===== src/sv/assert_macros.svh =====
// Assertion macros shared by the RTL. Both forms take a label, a clock, an
// active-low reset and a property; the message goes to $error.
`ifndef ASSERT_MACROS_SVH
`define ASSERT_MACROS_SVH

`ifndef SYNTHESIS

// Check prop at every rising edge of clk while out of reset.
`define HSE_ASSERT(lbl, clk, rst_n, prop, msg) \
    lbl: assert property (@(posedge clk) disable iff (!rst_n) (prop)) else $error(msg);

// Check that cond never holds at a rising edge of clk while out of reset.
`define HSE_NEVER(lbl, clk, rst_n, cond, msg) \
    lbl: assert property (@(posedge clk) disable iff (!rst_n) !(cond)) else $error(msg);

`else

`define HSE_ASSERT(lbl, clk, rst_n, prop, msg)
`define HSE_NEVER(lbl, clk, rst_n, cond, msg)

`endif

`endif


===== src/sv/hse_pkg.sv =====
`default_nettype none

package hse_pkg;

    localparam int MAX_ITEMS   = 64;
    localparam int STORE_DEPTH = 64;
    localparam int DATA_W      = 32;
    localparam int ADDR_W      = $clog2(STORE_DEPTH);
    localparam int CNT_W       = $clog2(STORE_DEPTH + 1);

    typedef logic signed [DATA_W-1:0] data_t;
    typedef logic [ADDR_W-1:0]        addr_t;
    typedef logic [CNT_W-1:0]         cnt_t;

    // a read and a write request to the element store
    typedef struct packed {
        logic              rd_en;
        addr_t             rd_addr;
        logic              wr_en;
        addr_t             wr_addr;
        logic [DATA_W-1:0] wr_data;
    } mem_req_t;

    typedef enum logic [2:0] {
        T_LOAD,
        T_START,
        T_SORT,
        T_EMIT_RD,
        T_EMIT_LD
    } top_state_t;

    typedef enum logic [3:0] {
        SR_IDLE,
        SR_BUILD_NEXT,
        SR_ROOT_RD,
        SR_ROOT_LD,
        SR_LEFT_RD,
        SR_RIGHT_RD,
        SR_CMP,
        SR_PLACE,
        SR_EXT_NEXT,
        SR_EXT_RDK,
        SR_EXT_WR
    } sort_state_t;

endpackage

`default_nettype wire


===== src/sv/heapsort_engine_unit.sv =====
//  channel | ports                                       | handshake
//  --------+---------------------------------------------+-----------------
//  input   | s_value[31:0] signed, s_last                | s_valid / s_ready
//  result  | m_sorted_value[31:0] signed, m_final_res,   | m_valid / m_ready
//          | m_overflow                                  |
//
//  Loading takes one word per cycle; s_ready is high only while loading.
//  The word with s_last starts the sort: heap build plus extraction run on a
//  single-port-read / single-port-write store. Emission then reads each word
//  from the store and loads it into the result register once that register
//  is free. aresetn is synchronous, active low; it clears count, flags and
//  states but leaves the store's contents. A stalled result holds its
//  register; the next set may start loading while the final result still
//  waits.
`default_nettype none
`include "assert_macros.svh"

module heapsort_engine_unit (
    input  wire logic                           aclk,
    input  wire logic                           aresetn,
    input  wire logic                           s_valid,
    output logic                                s_ready,
    input  wire logic signed [hse_pkg::DATA_W-1:0] s_value,
    input  wire logic                           s_last,
    output logic                                m_valid,
    input  wire logic                           m_ready,
    output logic signed [hse_pkg::DATA_W-1:0]   m_sorted_value,
    output logic                                m_final_res,
    output logic                                m_overflow
);
    import hse_pkg::*;

    top_state_t state_reg, state_next;
    cnt_t       count_reg, count_next;
    logic       dropped_reg, dropped_next;
    addr_t      idx_reg, idx_next;

    logic       m_valid_reg, m_valid_next;
    data_t      m_value_reg, m_value_next;
    logic       m_final_reg, m_final_next;
    logic       m_ovf_reg, m_ovf_next;

    logic       in_fire;
    logic       out_free;
    logic       out_load;
    logic       is_final;

    mem_req_t                mem_req;
    mem_req_t                sort_req;
    logic [DATA_W-1:0]       rd_data;
    logic                    sort_start;
    logic                    sort_done;

    assign in_fire  = s_valid && s_ready;
    assign out_free = !m_valid_reg || m_ready;
    assign is_final = ({1'b0, idx_reg} + cnt_t'(1)) == count_reg;

    // next state
    always_comb begin
        state_next = state_reg;
        case (state_reg)
            T_LOAD:    if (in_fire && s_last) state_next = T_START;
            T_START:   state_next = T_SORT;
            T_SORT:    if (sort_done) state_next = T_EMIT_RD;
            T_EMIT_RD: state_next = T_EMIT_LD;
            T_EMIT_LD: begin
                if (out_free) begin
                    state_next = is_final ? T_LOAD : T_EMIT_RD;
                end
            end
            default:   state_next = T_LOAD;
        endcase
    end

    // outputs, store access and counters
    always_comb begin
        s_ready      = 1'b0;
        sort_start   = 1'b0;
        out_load     = 1'b0;
        count_next   = count_reg;
        dropped_next = dropped_reg;
        idx_next     = idx_reg;
        mem_req      = '0;
        case (state_reg)
            T_LOAD: begin
                s_ready = 1'b1;
                if (in_fire) begin
                    // store while room is left, otherwise drop and flag
                    if (count_reg < cnt_t'(MAX_ITEMS)) begin
                        mem_req.wr_en   = 1'b1;
                        mem_req.wr_addr = addr_t'(count_reg);
                        mem_req.wr_data = s_value;
                        count_next      = count_reg + cnt_t'(1);
                    end else begin
                        dropped_next = 1'b1;
                    end
                end
            end
            T_START: begin
                sort_start = 1'b1;
            end
            T_SORT: begin
                mem_req  = sort_req;
                idx_next = '0;
            end
            T_EMIT_RD: begin
                mem_req.rd_en   = 1'b1;
                mem_req.rd_addr = idx_reg;
            end
            T_EMIT_LD: begin
                if (out_free) begin
                    out_load = 1'b1;
                    idx_next = idx_reg + addr_t'(1);
                    if (is_final) begin
                        count_next   = '0;
                        dropped_next = 1'b0;
                    end
                end
            end
            default: begin
                s_ready = 1'b0;
            end
        endcase
    end

    // result register: load a new word or drop the taken one
    always_comb begin
        m_valid_next = m_valid_reg;
        m_value_next = m_value_reg;
        m_final_next = m_final_reg;
        m_ovf_next   = m_ovf_reg;
        if (out_load) begin
            m_valid_next = 1'b1;
            m_value_next = data_t'(rd_data);
            m_final_next = is_final;
            m_ovf_next   = dropped_reg;
        end else if (m_ready) begin
            m_valid_next = 1'b0;
        end
    end

    always_ff @(posedge aclk) begin
        if (!aresetn) begin
            state_reg   <= T_LOAD;
            count_reg   <= '0;
            dropped_reg <= 1'b0;
            m_valid_reg <= 1'b0;
        end else begin
            state_reg   <= state_next;
            count_reg   <= count_next;
            dropped_reg <= dropped_next;
            m_valid_reg <= m_valid_next;
        end
        idx_reg     <= idx_next;
        m_value_reg <= m_value_next;
        m_final_reg <= m_final_next;
        m_ovf_reg   <= m_ovf_next;
    end

    assign m_valid        = m_valid_reg;
    assign m_sorted_value = m_value_reg;
    assign m_final_res    = m_final_reg;
    assign m_overflow     = m_ovf_reg;

    hse_sorter u_sorter (
        .aclk    (aclk),
        .aresetn (aresetn),
        .start   (sort_start),
        .len     (count_reg),
        .rd_data (rd_data),
        .mem_req (sort_req),
        .done    (sort_done)
    );

    // element store: one write and one registered read per cycle; the
    // sequencing never reads an entry in the cycle it is written
    hse_ram #(
        .WIDTH (DATA_W),
        .DEPTH (STORE_DEPTH)
    ) u_store (
        .aclk    (aclk),
        .wr_en   (mem_req.wr_en),
        .wr_addr (mem_req.wr_addr),
        .wr_data (mem_req.wr_data),
        .rd_en   (mem_req.rd_en),
        .rd_addr (mem_req.rd_addr),
        .rd_data (rd_data)
    );

    `HSE_NEVER(a_no_rw_clash, aclk, aresetn, mem_req.wr_en && mem_req.rd_en && mem_req.wr_addr == mem_req.rd_addr, "store read and write hit one entry")
    `HSE_ASSERT(a_done_in_sort, aclk, aresetn, sort_done |-> state_reg == T_SORT, "sort done outside sort phase")
    `HSE_ASSERT(a_final_clears, aclk, aresetn, out_load && is_final |=> count_reg == '0 && !dropped_reg, "final word did not end the set")
    `HSE_ASSERT(a_count_bound, aclk, aresetn, count_reg <= cnt_t'(MAX_ITEMS), "item count beyond capacity")

endmodule

`default_nettype wire


===== src/sv/hse_ram.sv =====
`default_nettype none

module hse_ram #(
    parameter int WIDTH = 32,
    parameter int DEPTH = 64
) (
    input  wire logic                       aclk,
    input  wire logic                       wr_en,
    input  wire logic [$clog2(DEPTH)-1:0]   wr_addr,
    input  wire logic [WIDTH-1:0]           wr_data,
    input  wire logic                       rd_en,
    input  wire logic [$clog2(DEPTH)-1:0]   rd_addr,
    output logic      [WIDTH-1:0]           rd_data
);

    logic [WIDTH-1:0] mem [DEPTH];

    // registered read, old data on a same-address write; read data holds
    // while rd_en is low
    always_ff @(posedge aclk) begin
        if (wr_en) begin
            mem[wr_addr] <= wr_data;
        end
        if (rd_en) begin
            rd_data <= mem[rd_addr];
        end
    end

endmodule

`default_nettype wire


===== src/sv/hse_sorter.sv =====
`default_nettype none
`include "assert_macros.svh"

module hse_sorter (
    input  wire logic              aclk,
    input  wire logic              aresetn,
    input  wire logic              start,
    input  wire hse_pkg::cnt_t     len,
    input  wire logic [hse_pkg::DATA_W-1:0] rd_data,
    output hse_pkg::mem_req_t      mem_req,
    output logic                   done
);
    import hse_pkg::*;

    sort_state_t state_reg, state_next;
    cnt_t        len_reg, len_next;
    cnt_t        k_reg, k_next;
    cnt_t        hlen_reg, hlen_next;
    addr_t       node_reg, node_next;
    data_t       cur_reg, cur_next;
    data_t       tmp_reg, tmp_next;
    logic        build_reg, build_next;

    logic [CNT_W:0] left_idx;
    logic [CNT_W:0] right_idx;
    logic           has_left;
    logic           has_right;
    data_t          rd_val;
    logic           pick_left;
    logic           pick_right;
    logic           swap;
    data_t          top_val;
    addr_t          top_idx;

    // children of the current hole, and the larger of node/left/right
    always_comb begin
        left_idx   = {1'b0, node_reg, 1'b0} + (CNT_W+1)'(1);
        right_idx  = left_idx + (CNT_W+1)'(1);
        has_left   = left_idx < {1'b0, hlen_reg};
        has_right  = right_idx < {1'b0, hlen_reg};
        rd_val     = data_t'(rd_data);
        pick_left  = tmp_reg > cur_reg;
        pick_right = has_right && (rd_val > (pick_left ? tmp_reg : cur_reg));
        swap       = pick_left || pick_right;
        top_val    = pick_right ? rd_val : tmp_reg;
        top_idx    = pick_right ? right_idx[ADDR_W-1:0] : left_idx[ADDR_W-1:0];
    end

    always_comb begin
        state_next = state_reg;
        case (state_reg)
            SR_IDLE:       if (start) state_next = SR_BUILD_NEXT;
            SR_BUILD_NEXT: state_next = (k_reg == '0) ? SR_EXT_NEXT : SR_ROOT_RD;
            SR_ROOT_RD:    state_next = SR_ROOT_LD;
            SR_ROOT_LD:    state_next = SR_LEFT_RD;
            SR_LEFT_RD:    state_next = has_left ? SR_RIGHT_RD : SR_PLACE;
            SR_RIGHT_RD:   state_next = SR_CMP;
            SR_CMP:        state_next = swap ? SR_LEFT_RD : SR_PLACE;
            SR_PLACE:      state_next = build_reg ? SR_BUILD_NEXT : SR_EXT_NEXT;
            SR_EXT_NEXT:   state_next = (k_reg <= cnt_t'(1)) ? SR_IDLE : SR_EXT_RDK;
            SR_EXT_RDK:    state_next = SR_EXT_WR;
            SR_EXT_WR:     state_next = SR_LEFT_RD;
            default:       state_next = SR_IDLE;
        endcase
    end

    always_comb begin
        len_next   = len_reg;
        k_next     = k_reg;
        hlen_next  = hlen_reg;
        node_next  = node_reg;
        cur_next   = cur_reg;
        tmp_next   = tmp_reg;
        build_next = build_reg;
        mem_req    = '0;
        done       = 1'b0;
        case (state_reg)
            SR_IDLE: begin
                if (start) begin
                    len_next   = len;
                    k_next     = len >> 1;
                    build_next = 1'b1;
                end
            end
            SR_BUILD_NEXT: begin
                if (k_reg == '0) begin
                    k_next     = len_reg;
                    build_next = 1'b0;
                end else begin
                    node_next = addr_t'(k_reg - cnt_t'(1));
                    hlen_next = len_reg;
                    k_next    = k_reg - cnt_t'(1);
                end
            end
            SR_ROOT_RD: begin
                mem_req.rd_en   = 1'b1;
                mem_req.rd_addr = node_reg;
            end
            SR_ROOT_LD: begin
                cur_next = rd_val;
            end
            SR_LEFT_RD: begin
                mem_req.rd_en   = has_left;
                mem_req.rd_addr = left_idx[ADDR_W-1:0];
            end
            SR_RIGHT_RD: begin
                tmp_next        = rd_val;
                mem_req.rd_en   = has_right;
                mem_req.rd_addr = right_idx[ADDR_W-1:0];
            end
            SR_CMP: begin
                // move the larger child up into the hole
                if (swap) begin
                    mem_req.wr_en   = 1'b1;
                    mem_req.wr_addr = node_reg;
                    mem_req.wr_data = top_val;
                    node_next       = top_idx;
                end
            end
            SR_PLACE: begin
                mem_req.wr_en   = 1'b1;
                mem_req.wr_addr = node_reg;
                mem_req.wr_data = cur_reg;
            end
            SR_EXT_NEXT: begin
                if (k_reg <= cnt_t'(1)) begin
                    done = 1'b1;
                end else begin
                    mem_req.rd_en   = 1'b1;
                    mem_req.rd_addr = '0;
                end
            end
            SR_EXT_RDK: begin
                tmp_next        = rd_val;
                mem_req.rd_en   = 1'b1;
                mem_req.rd_addr = addr_t'(k_reg - cnt_t'(1));
            end
            SR_EXT_WR: begin
                // old root to the tail, old tail becomes the hole's value
                mem_req.wr_en   = 1'b1;
                mem_req.wr_addr = addr_t'(k_reg - cnt_t'(1));
                mem_req.wr_data = tmp_reg;
                cur_next        = rd_val;
                node_next       = '0;
                hlen_next       = k_reg - cnt_t'(1);
                k_next          = k_reg - cnt_t'(1);
            end
            default: begin
                done = 1'b0;
            end
        endcase
    end

    always_ff @(posedge aclk) begin
        if (!aresetn) begin
            state_reg <= SR_IDLE;
            build_reg <= 1'b0;
        end else begin
            state_reg <= state_next;
            build_reg <= build_next;
        end
        len_reg  <= len_next;
        k_reg    <= k_next;
        hlen_reg <= hlen_next;
        node_reg <= node_next;
        cur_reg  <= cur_next;
        tmp_reg  <= tmp_next;
    end

    `HSE_ASSERT(a_start_idle, aclk, aresetn, start |-> state_reg == SR_IDLE, "sorter started while busy")
    `HSE_ASSERT(a_hole_in_heap, aclk, aresetn, state_reg == SR_LEFT_RD |-> {1'b0, node_reg} < hlen_reg, "sift node outside heap")
    `HSE_ASSERT(a_write_in_set, aclk, aresetn, mem_req.wr_en |-> {1'b0, mem_req.wr_addr} < len_reg, "sorter write beyond set")

endmodule

`default_nettype wire


===== config.mk =====
export PLATFORM = sky130hd
export DESIGN_NAME = heapsort_engine_unit
export DESIGN_NICKNAME = d
export VERILOG_FILES = /design/src/sv/hse_pkg.sv /design/src/sv/heapsort_engine_unit.sv /design/src/sv/hse_ram.sv /design/src/sv/hse_sorter.sv
export VERILOG_INCLUDE_DIRS = /design/src /design/src/sv
export SDC_FILE = /design/constraint.sdc
export NUM_CORES = 2
export LEC_CHECK = 0
export BUFFER_PORTS_ARGS = -buffer_cell sky130_fd_sc_hd__buf_2
export CAP_MARGIN = 20
export CELL_PAD_IN_SITES_DETAIL_PLACEMENT = 0
export CELL_PAD_IN_SITES_GLOBAL_PLACEMENT = 1
export CORE_ASPECT_RATIO = 1.4
export CORE_MARGIN = 10
export CORE_UTILIZATION = 25
export CTS_CLUSTER_SIZE = 20
export DETAILED_ROUTE_END_ITERATION = 12
export HOLD_SLACK_MARGIN = 0.08
export PLACE_DENSITY_LB_ADDON = 0.1
export RECOVER_POWER = 100
export SLEW_MARGIN = 40
export SYNTH_ARGS = -nofsm -noshare
export SYNTH_HDL_FRONTEND = slang
export SYNTH_SLANG_ARGS = --single-unit

===== constraint.sdc =====
create_clock -name aclk -period 8.85 [get_ports aclk]
set_input_delay 0.885 -clock aclk [delete_from_list [all_inputs] [get_ports aclk]]
set_output_delay 0.885 -clock aclk [all_outputs]
set_load 0.05 [all_outputs]

==> metrics.yaml <==
grt_pass1_vias: 59000
postCtsSetupRepairBufs: 0
max_stage_delay_ns: 0.74
grt_usage: 0.172
post_cts_resized: 0
syn_area_sq_um: 91400
hold_viol_final: 0
yosys_warnings: 0
yosysTopAreaCellShare: 0.726
wire_per_inst_microns: 29.3
yosysSeqAreaShare: 0.730
ys_dominant_reg_cell: "edfxtp_1"
post-route-drc-count: 0
worstSetupPathType: "reg2reg"
cap_violations: 8
synth_area_leaders: "edfxtp_1 73%, nand2_1 6.3%, nand3_1 3.0%"
synthArstFlopShare: 0
worst_pin_slew_ns: 2.95
largest-register: "u_store.mem"
post_drt_via_cell_ratio: 4.91
end_kind: "flip-flop"
place_congestion: 0.796
pre_cts_slack_ns: 0.907
final_cell_count_no_fill: 11900
cp_max_fo: 32
yosysTopAreaCell: "edfxtp_1"
clockBufferDepth: 4
synth_seq_cells: 2228
hpwl_mm: 215
cp.required_ns: 9.35
ir_drop_uv: 146
syn_inst: 6815
timing.fmax_mhz: 121
drive_above_1_share: 0.0962
grt_max_degree: 135
path_delay_family: "compound AO/OA/AOI/OAI gates"
synth.top_cells.by_count: "2211 x edfxtp_1, 1544 x nand2_1, 541 x nand3_1"
dieArea_sq_um: 391000
period_needed_ns: 8.25
die_y_microns: 735
timing.reg2reg.setup_slack_ns: 0.60
grt_overflow: 0
synth_edf_count: 2211
area_growth_pct: 16.0
path_buf_inv: 4
setup_viol: 0
tritoncts: "done"
synth_area_per_cell_sq_um: 13.4
worst_path_max_delay_cell: "nor4_1"
start_kind: "flip-flop"
antenna_left: 0
place_inst: 11400
clk_latency_ns: 0.92
status: "finished, violations left"
drv_slew: 395
start_util: 0.251
first_pass_iters: 5
fin_crit_sh: 0.932
row_count: 262
cts.sinks: 2228
cp.arrival_ns: 8.75
p_leak_nw: 35.0
numCtsBuffers: 236
wirelength_mm: 348
fin_hold_ws_ns: 0.356
nets: 7035
rsz0062_at_grt: "false"
power_density_nw_per_um2: 238
synth_nets: 6934
path_clk_slew_ns: 0.06
io-pin-count: 73
finalSetupTns_ns: 0
drtIter0Drc: 4421
grt_pass1_wl_mm: 487
htree_num_levels: 4
worst_slack_ns: 0.601
failed_checks: "max-capacitance violations, max-slew violations"
path_cells: "ha_1 > a21oi_1 > o21ai_0 > a221oi_1 > a31oi_1 > a2111oi_2 > mux2i_4 > clkbuf_1 > a21oi_1 > ha_1 > nand4_1 > nor4_1 > a21boi_0 > o31ai_1 > a41oi_1 > nor3_1 > buf_4 > o41ai_2 > o211ai_1 > buf_4 > nor3_2 > clkbuf_4"
synthMostInstantiatedCell: "edfxtp_1"
slew_headroom: -0.965
clockRootBuffer: "clkbuf_16"
clock_skew_ns: 0.0656
antenna_found_initial: 27
cts-hold-fix-buffers: 0
placeableCoreArea_sq_um: 364000
vias: 58300
portBuffers: 72
die_x_microns: 531
ys_types: 83
min_path_type: "in2reg"
largest_reg_flops: 2048
cell usage in the layout, fill, tap and decap left out, types with 119 or more instances in the layout:
master     instances
edfxtp_1        2211
nand2_1         1543
nand3_1          537
a311oi_1         305
and3_1           301
a211oi_1         298
clkbuf_16        239
buf_4            152
clkbuf_1         121
a31oi_1          119
final timing paths:
| check | cells past startpoint | endpoint | start |
|---|---|---|---|
| max reg2reg | 22 | u_store.mem[62][27]$_DFFE_PP_ | u_sorter.tmp_reg[7]$_DFFE_PP_ |
| max | 22 | u_store.mem[62][27]$_DFFE_PP_ | u_sorter.tmp_reg[7]$_DFFE_PP_ |
| min | 2 | state_reg[2]$_SDFFE_PN0P_ | aresetn |
| min reg2reg | 0 | m_overflow$_DFFE_PP_ | dropped_reg$_SDFFE_PN0P_ |
per-stage QoR:
stage | util | power [mW] | area (sq um)
final | 0.292 | 25.3 | 106000
after detailed placement | 0.275 | 16.1 | 100000
after floorplan | - | 14.2 | 91400
after global routing | 0.291 | 26.3 | 106000
after global placement | 0.274 | 16.1 | 99800
after CTS | 0.294 | 25.8 | 107000
metal layers:
metal / part of all wire / track usage
met3: 0.034 / 0.0180
met5: 0 / 0
met1: 0.43 / 0.224
met4: 0.022 / 0.0372
met2: 0.51 / 0.308
kinds of logic after synthesis:
family,after synthesis,share of synthesized area
compound gates,1200,0.0973
xor+xnor,32,0.00322
fa+ha+maj,82,0.0112
buf+inv,599,0.0269
flops,2228,0.730
mux,5,0.000575
simple gates,2669,0.131
power by group:
| group | internal (mW) | switching (mW) | total [mW] | leakage, nW |
|---|---|---|---|---|
| logic | 0.792 | 2.51 | 3.30 | 11.1 |
| registers | 12.2 | 0.171 | 12.4 | 20.4 |
| clock network | 5.32 | 4.26 | 9.58 | 3.47 |
| total | 18.3 | 6.94 | 25.3 | 35.0 |
final cells by class:
class	instances	area [sq um]
antenna	15	37.5
fill	36900	258000
tap	4752	5950
sequential	2228	66700
inverter	83	313
clock inverter	123	905
timing repair buffer	379	3290
multi-input combinational	3988	22600
clock buffer	301	6210
Note: power is estimated with default switching activity, not from simulation.
